$ cat config.mk
export PLATFORM = sky130hd
export DESIGN_NAME = alm_lane
export DESIGN_NICKNAME = d
export VERILOG_FILES = /design/src/sv/alm_pkg.sv /design/src/sv/alm_lane.sv
export SDC_FILE = /design/constraint.sdc
export NUM_CORES = 1
export LEC_CHECK = 0
export BUFFER_PORTS_ARGS = -buffer_cell sky130_fd_sc_hd__buf_2
export CAP_MARGIN = 0
export CORE_MARGIN = 2
export CORE_UTILIZATION = 69
export DETAILED_ROUTE_END_ITERATION = 8
export PLACE_DENSITY = 0.88
export SLEW_MARGIN = 20
export SYNTH_ARGS = -nofsm -noshare
export SYNTH_HDL_FRONTEND = slang
export SYNTH_SLANG_ARGS = --single-unit
$ cat constraint.sdc
create_clock -name clk_i -period 17.94 [get_ports clk_i]
set_clock_uncertainty 0.15 [all_clocks]
set_input_delay 1.794 -clock clk_i [delete_from_list [all_inputs] [get_ports clk_i]]
set_output_delay 1.794 -clock clk_i [all_outputs]
set_load 0.01 [all_outputs]
$ cat src/sv/alm_pkg.sv
`timescale 1ns / 1ps
`default_nettype none
// ----------------------------------------------------------------------------
// alm_pkg: shared types and constants of the audio level meter.
// Holds sample widths, accumulator widths and the lane snapshot struct.
// ----------------------------------------------------------------------------
package alm_pkg;

  localparam int unsigned SampleW = 16;
  localparam int unsigned ExtW    = 17;
  localparam int unsigned SumW    = 41;
  localparam int unsigned SqW     = 56;
  localparam int unsigned CntW    = 25;
  localparam int unsigned PhysCh  = 3;
  localparam int unsigned FullScale = 32'h8000;

  // Snapshot of one lane at the close of a block.
  typedef struct packed {
    logic [SampleW-1:0] amp;
    logic [SumW-1:0]    sum;
    logic [SqW-1:0]     sq;
  } lane_snap_t;

  typedef enum logic [1:0] {
    ST_IDLE,
    ST_DIV,
    ST_SQRT,
    ST_OUT
  } stat_state_e;

endpackage : alm_pkg
`default_nettype wire

$ cat src/sv/alm_lane.sv
`timescale 1ns / 1ps
`default_nettype none
// ----------------------------------------------------------------------------
// alm_lane: accumulator lane for one channel.
// Tracks minimum, maximum, sum and sum of squares of the samples.
// ----------------------------------------------------------------------------
module alm_lane (
  input  wire logic                           clk_i,
  input  wire logic                           rst_ni,
  input  wire logic                           en_i,
  input  wire logic                           close_i,
  input  wire logic [alm_pkg::SampleW-1:0]    sample_i,
  output alm_pkg::lane_snap_t                 snap_o
);
  import alm_pkg::*;

  logic signed [ExtW-1:0] min_q, max_q, min_n, max_n, s_ext;
  logic signed [SumW-1:0] sum_q, sum_n;
  logic [SqW-1:0]         sq_q, sq_n;
  logic [31:0]            prod;
  logic [ExtW-1:0]        amin, amax;

  assign s_ext = ExtW'($signed(sample_i));
  assign prod  = 32'($signed(sample_i) * $signed(sample_i));

  // Values that include the current frame.
  always_comb begin
    min_n = (s_ext < min_q) ? s_ext : min_q;
    max_n = (s_ext > max_q) ? s_ext : max_q;
    sum_n = sum_q + SumW'(s_ext);
    sq_n  = sq_q + SqW'(prod);
    amin  = min_n[ExtW-1] ? ExtW'(-min_n) : ExtW'(min_n);
    amax  = max_n[ExtW-1] ? ExtW'(-max_n) : ExtW'(max_n);
    snap_o.amp = (amin > amax) ? amin[SampleW-1:0] : amax[SampleW-1:0];
    snap_o.sum = sum_n;
    snap_o.sq  = sq_n;
  end

  // Accumulators; a closing frame returns them to their cleared values.
  always_ff @(posedge clk_i or negedge rst_ni) begin
    if (!rst_ni) begin
      min_q <= ExtW'(FullScale);
      max_q <= -ExtW'(FullScale);
      sum_q <= '0;
      sq_q  <= '0;
    end else if (en_i) begin
      if (close_i) begin
        min_q <= ExtW'(FullScale);
        max_q <= -ExtW'(FullScale);
        sum_q <= '0;
        sq_q  <= '0;
      end else begin
        min_q <= min_n;
        max_q <= max_n;
        sum_q <= sum_n;
        sq_q  <= sq_n;
      end
    end
  end

endmodule : alm_lane
`default_nettype wire

==> After elaboration in Yosys (flattened, before gate mapping) <==
Index checks and enable logic that the tools add are counted.
{ "totals": {"inputBits": 20, "regBits": 131, "output_inout_bits": 113} }
{ "classes": {"mul": 1, "n_lt_le_gt_ge": 3, "muxes": 9, "n_addsub": 4} }
{ "op_table": {"columns": ["operator", "count"], "rows": [
  ["17-bit 2-to-1 mux", 6],
  ["56-bit by 32-bit adder with 56-bit output", 1],
  ["56-bit 2-to-1 mux", 1],
  ["41-bit by 16-bit adder with 41-bit output", 1],
  ["41-bit 2-to-1 mux", 1],
  ["17-bit negator", 2],
  ["16-bit by 16-bit multiplier with 32-bit output", 1],
  ["16-bit by 17-bit > comparator with 1-bit output", 1],
  ["17-bit > comparator", 1],
  ["16-bit by 17-bit less-than comparator with 1-bit output", 1],
  ["16-bit 2-to-1 mux", 1]
]} }

==> Depth between registers and ports, before layout <==
{ "logic_depth": {"depth_word": 6, "ltp_mapped": 37, "mapped_depth_nobuf": 34} }

==> Least setup slack after synthesis <==
No wires, ideal clock.
{ "synth_path": {"path_kind": "input port to output port", "startpoint": "in sample_i[2] (netlist bit)", "endpoint": "out snap_o[53] (netlist bit)", "stages": 33, "t_arrival_ns": 9.582, "path_buffers": 1, "setup_slack_ns": 6.414, "t_required_ns": 15.996, "path_cell_list": "clkbuf_1 -> clkinv_1 -> nor2_1 -> inv_1 -> fa_1 -> inv_1 -> fa_1 -> fa_1 -> fa_1 -> fa_1 -> inv_1 -> fa_1 -> inv_1 -> ha_1 -> a21o_1 -> a21o_1 -> a31o_2 -> a21o_1 -> a22oi_1 -> a211o_1 -> inv_1 -> a21oi_1 -> xnor2_1 -> ha_1 -> nand4_1 -> nor3_4 -> inv_2 -> o32ai_2 -> a211oi_2 -> o31ai_4 -> and2_4 -> nand2_2 -> xnor2_1"} }
{ "synth_lines": {"columns": ["element", "line_no", "source"], "rows": [
  ["from (decl)", "alm_lane.sv:12", "input wire logic [alm_pkg::SampleW-1:0] sample_i,"],
  ["to (decl)", "alm_lane.sv:13", "output alm_pkg::lane_snap_t snap_o"]
]} }

==> metrics.md <==
| Metric | Value |
|---|---|
| CTS Sinks | approximately 130 |
| # diodes | 0 |
| #FFs+latches synth | between 100 and 150 |
| Vias | roughly 19000 |
| Port Buf Inserts | around 130 |
| Gr ovfl total | 0 |
| Final net count | ~3000 |
| # resized after CTS | 0 |
| Hold Path Stages | 1 |
| Vias/cell | between 6 and 7 |
| Routing usage on met3 | 7.34% |
| Slew Limit Headroom | between 20 and 30% |
| Mapped Nets | roughly 2900 |
| GR Layer Usage met1 | 47.8% |
| Area Growth Syn to Fin | 6.55% |
| Core Area | ~30000 um^2 |
| Mapped Area | ~22000 um^2 |
| Final hold vios | 0 |
| First-pass GRT wire length | around 99 mm |
| Antenna-violating nets left | 0 |
| Number of distinct library cells after synthesis | between 100 and 150 |
| Crit end category | primary output |
| Setup TNS | 0 ns |
| Sequential cell area fraction in the yosys report | 15.1% |
| Htree depth | 4 |
| Largest net degree at the start of global routing | 75 |
| Worst path slowest cell | fa_1 |
| Kind of critical path | in -> out |
| CTS clk-pin slew, worst paths | ~0.060 ns |
| Cell Rows | 64 |
| Synth Area per Inst | about 8.8 um^2 |
| Fin area | 23100 um^2 |
| Number of global-route vias before repair | about 20000 |
| Total Wirelength | just over 60 mm |
| Worst R2R Path Depth | 9 |
| Most Crowded Layer GR | met2 |
| Mapped Cells | between 2000 and 2500 |
| Global-route total usage across every layer | between 30% and 40% |
| Yosys warns | 0 |
| CTS tree | yes |
| Global Route met2 Usage | 60.7% |
| Asr flop ratio synth | between 90% and 100% |
| RSZ-0062 raised after global routing | no |
| Ys flop type | dfrtp_1 |
| Max-cap violations | 0 |
| Cts bufs inserted | 17 |
| Fin crit share | 72.6% |
| Routed wire length per instance | between 20 and 25 um |
| Die width | 181 um |
| DRC | 0 |
| Final Setup Violations | 0 |
| Critical Path AT | approximately 11 ns |
| Placed Area | 22500 um^2 |
| Tightest Pin Transition | between 1 and 1.5 ns |
| Setup bufs post-CTS | 0 |
| Most common cell after layout, fill and taps aside | inv_1 |
| Initial antenna violation count | 1 |
| Die Y | 181 um |
| DIE AREA | between 30000 and 40000 um^2 |
| Post-DP HPWL | 44.7 mm |
| CP required | 16.00 ns |
| Critical path peak fanout | 56 |
| HP Class | reg -> reg |
| CTS max path bufs | 2 |
| Cell repeated most along the worst path | fa_1 |
| Min cycle time layout | approximately 13 ns |
| Status | completed |
| CP Launch Type | primary input |
| Worst-skew pair later-pin latency | 0.47 ns |
| Top Ports | ~130 |
| DRT iter0 DRCs | slightly below 2000 |
| Initial Utilization | about 70% |
| F_max | between 70 and 80 MHz |
| Root Driver | clkbuf_16 |
| Hold-fix buffers, CTS | 0 |
| DRT Pass-1 Iters | 6 |
| Number of synthesized flops with an enable pin | 0 |
| Share of layout cells above drive strength 1 | around a tenth |
| Worst R2R Setup Slack | about 14 ns |
| Most frequent cells in the layout | inv_1, fa_1, ha_1, nand2_1, a21oi_1 |
| CP max stage delay | 0.56 ns |
| Gp weighted congestion | 0.971 |
| Max Slew Vio Count | 0 |
-- path summary, 6_finish.rpt --
check / endpoint / startpoint
min: min_q[11]$_DFFE_PN0P_ / min_q[11]$_DFFE_PN0P_
min reg2reg: min_q[11]$_DFFE_PN0P_ / min_q[11]$_DFFE_PN0P_
min in group asynchronous: sq_q[14]$_DFFE_PN0P_ / rst_ni
max: snap_o[38] / sample_i[15]
max in group asynchronous: max_q[7]$_DFFE_PN0P_ / rst_ni
max reg2reg: min_q[15]$_DFFE_PN1P_ / min_q[16]$_DFFE_PN0P_
-- per-stage QoR --
stage / hold WS (ns) / cells / worst slack, ns / util, %
CTS: 0.353 / 2939 / 5.08 / 75.1
global route: 0.368 / 2939 / 4.54 / 75.1
detailed placement: 0.339 / 2907 / 5.15 / 73.2
floorplan: 0.316 / 2471 / 6.41 / -
finish: 0.359 / 2939 / 4.92 / 75.1
global placement: 0.338 / 2907 / 5.50 / 73.2
-- cells by family after synthesis --
logic type                 count (synthesis)  share of synthesized area [%]
AOI/OAI and AO/OA                        583                           19.6
xor gates and xnor gates                 158                           6.38
adders and majority gates                456                           34.6
buffers and inverters                    532                           9.40
DFF                                      131                           15.1
muxes                                     27                           1.30
and+or+nand+nor                          584                           13.6
-- cells in the mapped netlist, drive strengths merged, types with 19 or more instances --
| master | count | area [um^2] |
|---|---|---|
| nor2 | 127 | 477 |
| a21oi | 136 | 703 |
| fa | 239 | 4780 |
| nand2b | 19 | 119 |
| and2 | 45 | 288 |
| xnor2 | 123 | 1080 |
| nand2 | 168 | 633 |
| ha | 217 | 2720 |
| nor3 | 45 | 246 |
| o31ai | 27 | 236 |
| and3 | 21 | 143 |
| nand4 | 36 | 225 |
| a31oi | 23 | 201 |
| xor2 | 35 | 307 |
| o21ai | 102 | 522 |
| clkbuf | 76 | 285 |
| buf | 26 | 138 |
| nand3 | 59 | 320 |
| a21o | 54 | 405 |
| inv | 428 | 1610 |
| a22o | 87 | 762 |
| dfrtp | 128 | 3200 |
-- registers in the layout, indices dropped and copies added (netlist names) --
signal	cells
max_q	17
sum_q	41
min_q	17
sq_q	56
-- metal layers --
| metal | vias to the layer above | share of wire (%) |
|---|---|---|
| met2 | 1128 | 47 |
| met4 | 2 | 5.2 |
| met5 | - | 0.022 |
| met1 | 9285 | 38 |
| met3 | 281 | 9.4 |
| li1 | 8496 | - |
-- layout make-up --
class                      count  area, um^2
multi-input combinational   1808       16400
clock inverter                14         154
fill                        2193        7650
tap                          396         495
sequential                   131        3280
clock buffer                  18         439
timing repair buffer         142         742
inverter                     430        1610
-- critical path: cells and delay by family --
| kind | cells | cell delay (ns) |
|---|---|---|
| AND/OR/NAND/NOR | 4 | 1.06 |
| adder cells (fa/ha/maj) | 8 | 3.94 |
| XOR/XNOR | 2 | 0.31 |
| AO/OA/AOI/OAI | 10 | 2.10 |
| buffers and inverters | 8 | 1.81 |
Power is not shown: default switching activity piles up to over one toggle a cycle in this logic, so the estimate is an artifact.
