--- src/sv/alm_pkg.sv ---
`timescale 1ns / 1ps
`default_nettype none
// ----------------------------------------------------------------------------
// alm_pkg: shared types and constants of the audio level meter.
// Holds sample widths, accumulator widths and the lane snapshot struct.
// ----------------------------------------------------------------------------
package alm_pkg;

  localparam int unsigned SampleW = 16;
  localparam int unsigned ExtW    = 17;
  localparam int unsigned SumW    = 41;
  localparam int unsigned SqW     = 56;
  localparam int unsigned CntW    = 25;
  localparam int unsigned PhysCh  = 3;
  localparam int unsigned FullScale = 32'h8000;

  // Snapshot of one lane at the close of a block.
  typedef struct packed {
    logic [SampleW-1:0] amp;
    logic [SumW-1:0]    sum;
    logic [SqW-1:0]     sq;
  } lane_snap_t;

  typedef enum logic [1:0] {
    ST_IDLE,
    ST_DIV,
    ST_SQRT,
    ST_OUT
  } stat_state_e;

endpackage : alm_pkg
`default_nettype wire

--- src/sv/alm_stats.sv ---
`timescale 1ns / 1ps
`default_nettype none
// ----------------------------------------------------------------------------
// alm_stats: merging stage that turns lane snapshots into results.
// One shared divider and one shared square-root unit, one bit per cycle.
// ----------------------------------------------------------------------------
module alm_stats #(
  parameter int unsigned NCH = 3
) (
  input  wire logic                        clk_i,
  input  wire logic                        rst_ni,
  input  wire logic                        start_i,
  input  wire alm_pkg::lane_snap_t         snap_i [NCH],
  input  wire logic [alm_pkg::CntW-1:0]    count_i,
  input  wire logic                        trunc_i,
  output logic                             busy_o,
  output logic                             out_valid_o,
  input  wire logic                        out_ready_i,
  output logic [1:0]                       out_ch_o,
  output logic [15:0]                      out_amp_o,
  output logic [15:0]                      out_off_o,
  output logic [15:0]                      out_rms_o,
  output logic [16:0]                      out_frames_o,
  output logic                             out_trunc_o,
  output logic                             out_last_o
);
  import alm_pkg::*;

  localparam int unsigned ChW = (NCH > 1) ? $clog2(NCH) : 1;

  stat_state_e state_q, state_d;
  lane_snap_t  snap_q [NCH];
  logic [CntW-1:0] cnt_q;
  logic            trunc_q;
  logic [ChW-1:0]  ch_q;
  logic [6:0]      step_q;
  logic [1:0]      phase_q;  // 0 sum divide, 1 sumsq divide
  // Restoring divider.
  logic [SqW-1:0]  dq_q;
  logic [CntW-1:0] rem_q;
  logic            sneg_q;
  logic [15:0]     off_q;
  // Square root, two bits per step.
  logic [SqW-1:0]  rv_q;
  logic [SqW/2+1:0] root_q;
  logic [SqW/2+3:0] rr_q, rr_sh, trial;
  // Output register.
  logic            ov_q;
  logic [1:0]      och_q;
  logic [15:0]     oamp_q, ooff_q, orms_q;
  logic [16:0]     ofr_q;
  logic            otr_q, olast_q;

  lane_snap_t cur;
  logic [SumW-1:0] sabs;
  logic            op_end;
  logic            take;
  logic            ch_last;

  assign cur = snap_q[ch_q];
  assign sabs = cur.sum[SumW-1] ? SumW'(-cur.sum) : cur.sum;
  assign rr_sh  = {rr_q[SqW/2+1:0], rv_q[SqW-1:SqW-2]};
  assign trial  = {root_q, 2'b01};
  assign ch_last = (32'(ch_q) == NCH - 1);
  // A finished word moves on when the output register is free or being emptied.
  assign take = (state_q == ST_OUT) && (!ov_q || out_ready_i);

  // Next state.
  always_comb begin
    state_d = state_q;
    unique case (state_q)
      ST_IDLE: if (start_i) state_d = ST_DIV;
      ST_DIV:  if (step_q == 7'(SqW - 1) && phase_q == 2'd1) state_d = ST_SQRT;
      ST_SQRT: if (step_q == 7'(SqW/2 - 1)) state_d = ST_OUT;
      ST_OUT:  if (take) state_d = ch_last ? ST_IDLE : ST_DIV;
      default: state_d = ST_IDLE;
    endcase
  end

  // Outputs.
  always_comb begin
    busy_o      = (state_q != ST_IDLE);
    out_valid_o = ov_q;
    op_end      = take && ch_last;
  end

  assign out_ch_o     = och_q;
  assign out_amp_o    = oamp_q;
  assign out_off_o    = ooff_q;
  assign out_rms_o    = orms_q;
  assign out_frames_o = ofr_q;
  assign out_trunc_o  = otr_q;
  assign out_last_o   = olast_q;

  always_ff @(posedge clk_i or negedge rst_ni) begin
    if (!rst_ni) state_q <= ST_IDLE;
    else state_q <= state_d;
  end

  // Datapath of the shared divider and square root.
  always_ff @(posedge clk_i or negedge rst_ni) begin
    if (!rst_ni) begin
      ch_q <= '0; step_q <= '0; phase_q <= '0;
    end else begin
      unique case (state_q)
        ST_IDLE: begin
          ch_q <= '0; step_q <= '0; phase_q <= '0;
        end
        ST_DIV: begin
          if (step_q == 7'(SqW - 1)) begin
            step_q  <= '0;
            phase_q <= (phase_q == 2'd0) ? 2'd1 : 2'd0;
          end else begin
            step_q <= step_q + 7'd1;
          end
        end
        ST_SQRT: step_q <= (step_q == 7'(SqW/2 - 1)) ? 7'd0 : step_q + 7'd1;
        ST_OUT:  if (take && !op_end) ch_q <= ch_q + ChW'(1);
        default: ;
      endcase
    end
  end

  always_ff @(posedge clk_i) begin
    if (state_q == ST_IDLE && start_i) begin
      snap_q  <= snap_i;
      cnt_q   <= count_i;
      trunc_q <= trunc_i;
    end
    if (state_q == ST_DIV) begin
      logic [SqW-1:0]  dq;
      logic [CntW-1:0] rm;
      logic [CntW:0]   rs;
      logic [SqW-1:0]  q;
      dq = (step_q == 7'd0) ? ((phase_q == 2'd0) ? SqW'(sabs) : cur.sq) : dq_q;
      rm = (step_q == 7'd0) ? '0 : rem_q;
      rs = {rm, dq[SqW-1]};
      q  = {dq[SqW-2:0], 1'b0};
      if (rs >= {1'b0, cnt_q}) begin
        rs = rs - {1'b0, cnt_q};
        q[0] = 1'b1;
      end
      dq_q  <= q;
      rem_q <= rs[CntW-1:0];
      if (step_q == 7'(SqW - 1) && phase_q == 2'd0)
        off_q <= cur.sum[SumW-1] ? 16'(-q) : q[15:0];
      if (step_q == 7'(SqW - 1) && phase_q == 2'd1) begin
        rv_q   <= q;
        root_q <= '0;
        rr_q   <= '0;
      end
    end
    if (state_q == ST_SQRT) begin
      rv_q <= {rv_q[SqW-3:0], 2'b00};
      if (rr_sh >= trial) begin
        rr_q   <= rr_sh - trial;
        root_q <= {root_q[SqW/2:0], 1'b1};
      end else begin
        rr_q   <= rr_sh;
        root_q <= {root_q[SqW/2:0], 1'b0};
      end
    end
  end

  // Output register valid flag.
  always_ff @(posedge clk_i or negedge rst_ni) begin
    if (!rst_ni) ov_q <= 1'b0;
    else if (take) ov_q <= 1'b1;
    else if (out_ready_i) ov_q <= 1'b0;
  end

  // Output register payload, loaded with each finished word.
  always_ff @(posedge clk_i) begin
    if (take) begin
      och_q   <= 2'(ch_q);
      oamp_q  <= cur.amp;
      ooff_q  <= off_q;
      orms_q  <= root_q[15:0];
      ofr_q   <= cnt_q[16:0];
      otr_q   <= trunc_q;
      olast_q <= ch_last;
    end
  end

  // The result must describe a channel that exists.
  a_ch_range: assert property (@(posedge clk_i) disable iff (!rst_ni)
    out_valid_o |-> 32'(och_q) < NCH) else $error("channel out of range");
  a_out_hold: assert property (@(posedge clk_i) disable iff (!rst_ni)
    out_valid_o && !out_ready_i |=> out_valid_o && $stable(och_q))
    else $error("result dropped while stalled");
  a_no_start: assert property (@(posedge clk_i) disable iff (!rst_ni)
    busy_o |-> !start_i) else $error("block closed while busy");

endmodule : alm_stats
`default_nettype wire

--- config.mk ---
export PLATFORM = sky130hd
export DESIGN_NAME = alm_stats
export DESIGN_NICKNAME = d
export VERILOG_FILES = /design/src/sv/alm_pkg.sv /design/src/sv/alm_stats.sv
export SDC_FILE = /design/constraint.sdc
export NUM_CORES = 1
export LEC_CHECK = 0
export ABC_AREA = 1
export BUFFER_PORTS_ARGS = -buffer_cell sky130_fd_sc_hd__clkbuf_2
export CAP_MARGIN = 25
export CORE_ASPECT_RATIO = 0.5
export CORE_MARGIN = 1
export CORE_UTILIZATION = 50
export CTS_CLUSTER_SIZE = 30
export DETAILED_ROUTE_END_ITERATION = 10
export GPL_TIMING_DRIVEN = 0
export HOLD_SLACK_MARGIN = 0.12
export PLACE_DENSITY = 0.71
export SETUP_SLACK_MARGIN = 0.4
export SLEW_MARGIN = 10
export SYNTH_ARGS = -nofsm -noshare
export SYNTH_HDL_FRONTEND = slang
export SYNTH_SLANG_ARGS = --single-unit
--- constraint.sdc ---
create_clock -name clk_i -period 14.4 [get_ports clk_i]
set_clock_uncertainty 0.05 [all_clocks]
set_input_delay 1.44 -clock clk_i [delete_from_list [all_inputs] [get_ports clk_i]]
set_output_delay 1.44 -clock clk_i [all_outputs]
set_load 0.05 [all_outputs]
## Yosys cells after proc, flatten, opt, wreduce, memory -nomap -nowiden

Cells that the tools add are included.

- Bits in writable memories: 0
- ROM bits: 0
- Word-level logic and storage cells: 116
- Bits of input ports: 369
- Flip-flop bits (word level): 661
- Output and inout port bits: 71
- Memories: 0
- Latch bits: 0

- Equal/unequal tests: 13
- Bitwise logic cells: 1
- Add/sub/neg operators: 6
- Reductions and logical operators: 25
- Multipliers: 0
- Multiplexer cells: 38
- $lt $le $gt $ge: 3
- Div/mod/pow operators: 0
- Shifts and indexed selects: 0

Operators by type and width:

| operator | count |
|---|---|
| two-way mux 56 bit | 5 |
| binary-select mux 113 bit (select 2 bit) | 1 |
| two-way mux 113 bit | 2 |
| two-way mux 30 bit | 7 |
| two-way mux 25 bit | 2 |
| two-way mux 41 bit | 1 |
| negator 41 bit | 1 |
| >= comparator 32 bit | 1 |
| subtractor 30 bit | 1 |
| >= comparator 26 x 25 -> 1 bit | 1 |
| subtractor 25 bit | 1 |
| one-hot mux 7 bit (3 select lines) | 1 |
| two-way mux 16 bit | 1 |
| negator 16 bit | 1 |
| two-way mux 7 bit | 2 |
| two-way mux 2 bit | 6 |
| nonzero test 2 bit | 6 |
| inequality test 2 bit, second input constant | 5 |
| AND reduction 2 bit | 5 |
| one-hot mux 2 bit (2 select lines) | 2 |
| one-hot mux 2 bit (4 select lines) | 1 |
| adder 7 x 1 -> 7 bit, second input constant | 1 |
| equality test 7 x 5 -> 1 bit, second input constant | 1 |
| equality test 7 x 6 -> 1 bit, second input constant | 1 |
| 14 further kinds | 30 |

## Logic depth before layout (Yosys ltp)

- Depth after elaboration: 14
- Gate-level depth with buffers: 36
- Gate-level depth less buffers: 31

## Worst setup path after synthesis

No wires, ideal clock.

- Path kind: input to register
- From: input start_i
- To: register cnt_q[0] (enable)
- Setup slack: 5.139 ns
- Path buffers: 0
- Setup time: 0.714 ns
- Cell stages on the path: 2
- Arrival time: 8.496 ns
- Required time: 13.636 ns
- Cells stage by stage: nand2_1 -> inv_1

- Cells in the longest elaborated chain, start to end: 1

Ends and longest elaborated chain:

| what | line | source |
|---|---|---|
| from (decl) | alm_stats.sv:12 | `input wire logic start_i,` |
| logical AND 1 bit | alm_stats.sv:125 | `if (state_q == ST_IDLE && start_i) begin` |
| to (signal assigned) | alm_stats.sv:127 | `cnt_q <= count_i;` |
| to (decl) | alm_stats.sv:33 | `logic [CntW-1:0] cnt_q;` |

No other way between the ends.
A chain may end at the register's enable or synchronous reset.

## Worst setup path after layout

- From: register step_q[0]
- To: register off_q[14], data pin

- Cells in the longest elaborated chain, start to end: 7
- Elaborated cells on any way between the ends: 8
- Classes of those cells: add/sub (1); order compare (1); mux (5); reduce/logical (1)

Ends and longest elaborated chain:

| what | line | source |
|---|---|---|
| from (decl) | alm_stats.sv:36 | `logic [6:0] step_q;` |
| from (signal assigned) | alm_stats.sv:114 | `step_q <= step_q + 7'd1;` |
| from (signal assigned) | alm_stats.sv:117 | `ST_SQRT: step_q <= (step_q == 7'(SqW/2 - 1)) ? 7'd0 : step_q + 7'd1;` |
| zero test 7 bit * | alm_stats.sv:135, alm_stats.sv:136 |  |
| two-way mux 56 bit or two-way mux 25 bit (tied branches) | alm_stats.sv:135, alm_stats.sv:136 |  |
| >= comparator 26 x 25 -> 1 bit | alm_stats.sv:139 | `if (rs >= {1'b0, cnt_q}) begin` |
| two-way mux 1 bit | alm_stats.sv:139 |  |
| two-way mux 1 bit | alm_stats.sv:130 | `if (state_q == ST_DIV) begin` |
| negator 16 bit | alm_stats.sv:146 | `off_q <= cur.sum[SumW-1] ? 16'(-q) : q[15:0];` |
| two-way mux 16 bit * | alm_stats.sv:146 |  |
| to (signal assigned) | alm_stats.sv:146 |  |
| to (decl) | alm_stats.sv:42 | `logic [15:0] off_q;` |

Mark *: on every way between the ends. The rest lies on a longest branch, timed or not. The select of a mux whose other input is x is not followed.

==> results.txt <==
Status: completed
DP HPWL: 57.8 mm
Rows: 63
Final WL: 78.8 mm
Global-route track usage on met1: 34.3%
Share of the synthesized area in the top cell type: 64.1%
Die Y: 176 um
CP Data Arrival Time: 7.42 ns
Path type of the worst setup path: register to register
Fin crit share: 49.3%
Area contributors post-synth: edfxtp_1 64%, nand2_1 7.4%, o21ai_0 4.1%, inv_1 3.4%, nor2_1 3.0%
Endpoint class of the critical path: register
Root buffer cell: clkbuf_16
Cell Pwr Density: 105 nW/um^2
First drt pass iteration count: 8
Die width: 350 um
Worst Tran Pin Value: 0.887 ns
NumNets Final: 3688
# fillers: 4897
Pin count of the biggest net entering global routing: 130
RSZ-0062 raised after global routing: no
Overall Global Routing Usage: 25.1%
Final WS setup: 7.30 ns
Inst Count DP: 4005
Total negative setup slack: 0 ns
TritonCTS Sinks: 660
Slew HR: 40.3%
CTS Buffer Depth: 3
Post-route ant nets: 0
Core area: 59500 um^2
CTS tree: yes
Post-synth EDFFs: 645
Startpoint types: register
Syn. warnings: 0
Peak supply drop: 0.113 mV
M3 GR Usage: 5.65%
Max-Cap Viols: 0
Leak Pwr: 0.0149 uW
Synthesized flop and latch total: 660
RePlAce Congestion: 0.933
First-pass GRT wire length: 117 mm
Sequential share of the synthesized area: 65.3%
H-tree Lvls: 2
Port bufs: 439
Clock latency at the later pin of the worst-skew pair: 0.63 ns
Starting Density: 50.8%
Slowest-stage cell, CP: clkbuf_1
Mapped Nets: 3180
Via/cell ratio: 5.32
I/O pin count: 440
Die area: 61500 um^2
Postcts setup bufs: 0
Syn_area_per_cell: 11.0 um^2
Antenna violations before repair: 7
Met2 Usage GRT: 40.2%
Max Slew Vio Count: 0
Fmax: 0.141 GHz
Grt peak-use layer: met2
Drt drc: 0
Vias in the first global route: 20800
Routed wire per std cell: 19.1 um
Non-Filler Instances: 4117
Final hold viol count: 0
Cell taking the most area after synthesis: edfxtp_1
Area of the multi-input gates: 8800 um^2
Max incr delay on CP: 0.65 ns
Count leader, synth: edfxtp_1
Setup-failing EPs final: 0
Initial DRC count: 2162
Area delta synth->final: 17.9%
Crit path time final: 7.10 ns
Mapped Cells: 2743
Pre-CTS WS: 7.39 ns
Post-CTS sizing: 0
Via count: 21900
Synth unique cells: 65
GR Overflow Total: 0
Layout cells sized above 1: 20.3%
Post-synthesis instance area: 30200 um^2
CTS Buf Count: 56
Ys flop type: edfxtp_1
Reg clk slew, reported paths: 0.07 ns
CP most frequent cell: nand2_1
Synth top cells by count: 645 x edfxtp_1, 593 x nand2_1, 277 x inv_1
Hold Path Depth: 0
Hold-fix buffers, CTS: 0
Critical path fanouts, max: 10
Hold crit path type: register to register
Req. time, crit path: 14.72 ns
R2r worst-path depth: 36
FF/Latch Area: 19700 um^2
Asr flop ratio synth: 1.97%
[layer usage]
layer / up-vias / part of all wire [%] / wire [um]
li1: 10500 / - / -
met1: 10500 / 43 / 34000
met2: 750 / 47 / 36800
met3: 129 / 7.3 / 5780
met4: 0 / 2.8 / 2190
met5: - / 0 / 0
[placed cells by master, fill, tap and decap left out, types with 10 or more instances in the layout]
cell type    n
edfxtp_1   645
nand2_1    593
clkbuf_2   440
inv_1      276
o21ai_0    247
nor2_1     238
a21oi_1    127
nand3_1    108
ha_1        66
clkbuf_16   57
clkbuf_1    56
xor2_1      41
a2bb2oi_1   36
buf_2       22
nand2_2     21
xnor2_1     21
o211ai_1    20
a22o_1      18
nand4_1     17
o21ai_1     15
nor2_2      14
dfrtp_1     13
buf_6       12
clkinv_2    12
clkbuf_8    10
nor3_1      10
[flip-flops by register name, indices dropped and copies added (netlist names), 17 cells and up]
| register | count |
|---|---|
| rem_q | 25 |
| snap_q | 339 |
| cnt_q | 25 |
| rv_q | 56 |
| root_q | 30 |
| dq_q | 56 |
| out_frames_o | 17 |
| rr_q | 30 |
[stage by stage]
step	hold slack (ns)	utilization [%]	power, uW	area [um^2]
after floorplan	0.350	-	2130	30200
after global placement	0.351	56.2	2180	33400
after detailed placement	0.356	56.7	2180	33700
after CTS	0.372	59.8	3750	35600
after global routing	0.375	59.9	3820	35600
final	0.373	59.9	3730	35600
[where the power goes]
group / internal, uW / total, uW / switching [uW] / leakage [uW]
sequential: 2090 / 2090 / 0.00000000000000607 / 0.00595
clock: 871 / 1590 / 719 / 0.000921
combinational: 34.6 / 50.2 / 15.6 / 0.00801
total: 3000 / 3730 / 734 / 0.0149
[kinds of logic (layout without fill, tap and decap cells)]
family / count (synthesis) / count (layout) / synth area share [%]
adders and majority gates: 68 / 68 / 2.84
other: 0 / 8 / 0
xor gates and xnor gates: 62 / 62 / 1.80
and+or+nand+nor: 1043 / 1043 / 14.5
AOI/OAI and AO/OA: 516 / 516 / 9.89
DFF: 660 / 660 / 65.3
buffers and inverters: 394 / 948 / 5.68
[cell type report]
cell class | instances | area share, %
flip-flops and latches | 660 | 55.4
diodes | 8 | 0.0562
clock buffers | 68 | 4.20
repair buffers | 450 | 6.90
inverters | 290 | 3.10
clock inverters | 36 | 1.08
multi-input cells | 1689 | 24.7
plain buffers | 104 | 1.74
well taps | 812 | 2.85
[worst max-delay path: cells and delay by family, from the launching register on]
kind	cells	cell delay (ns)
fa+ha+maj	3	0.80
buf+inv	10	3.09
flops	1	0.36
simple gates	23	2.52
[final timing paths]
path,start,end,slack (ns)
max,step_q[0]$_DFFE_PN0P_,off_q[14]$_DFFE_PP_,7.30
min reg2reg,trunc_q$_DFFE_PP_,out_trunc_o$_DFFE_PP_,0.37
max reg2reg,step_q[0]$_DFFE_PN0P_,off_q[14]$_DFFE_PP_,7.30
max in group asynchronous,rst_ni,step_q[3]$_DFFE_PN0P_,13.34
min in group asynchronous,rst_ni,ch_q[1]$_DFFE_PN0P_,0.68
min,trunc_q$_DFFE_PP_,out_trunc_o$_DFFE_PP_,0.37
No activity file was read; power rests on OpenSTA's default activity.
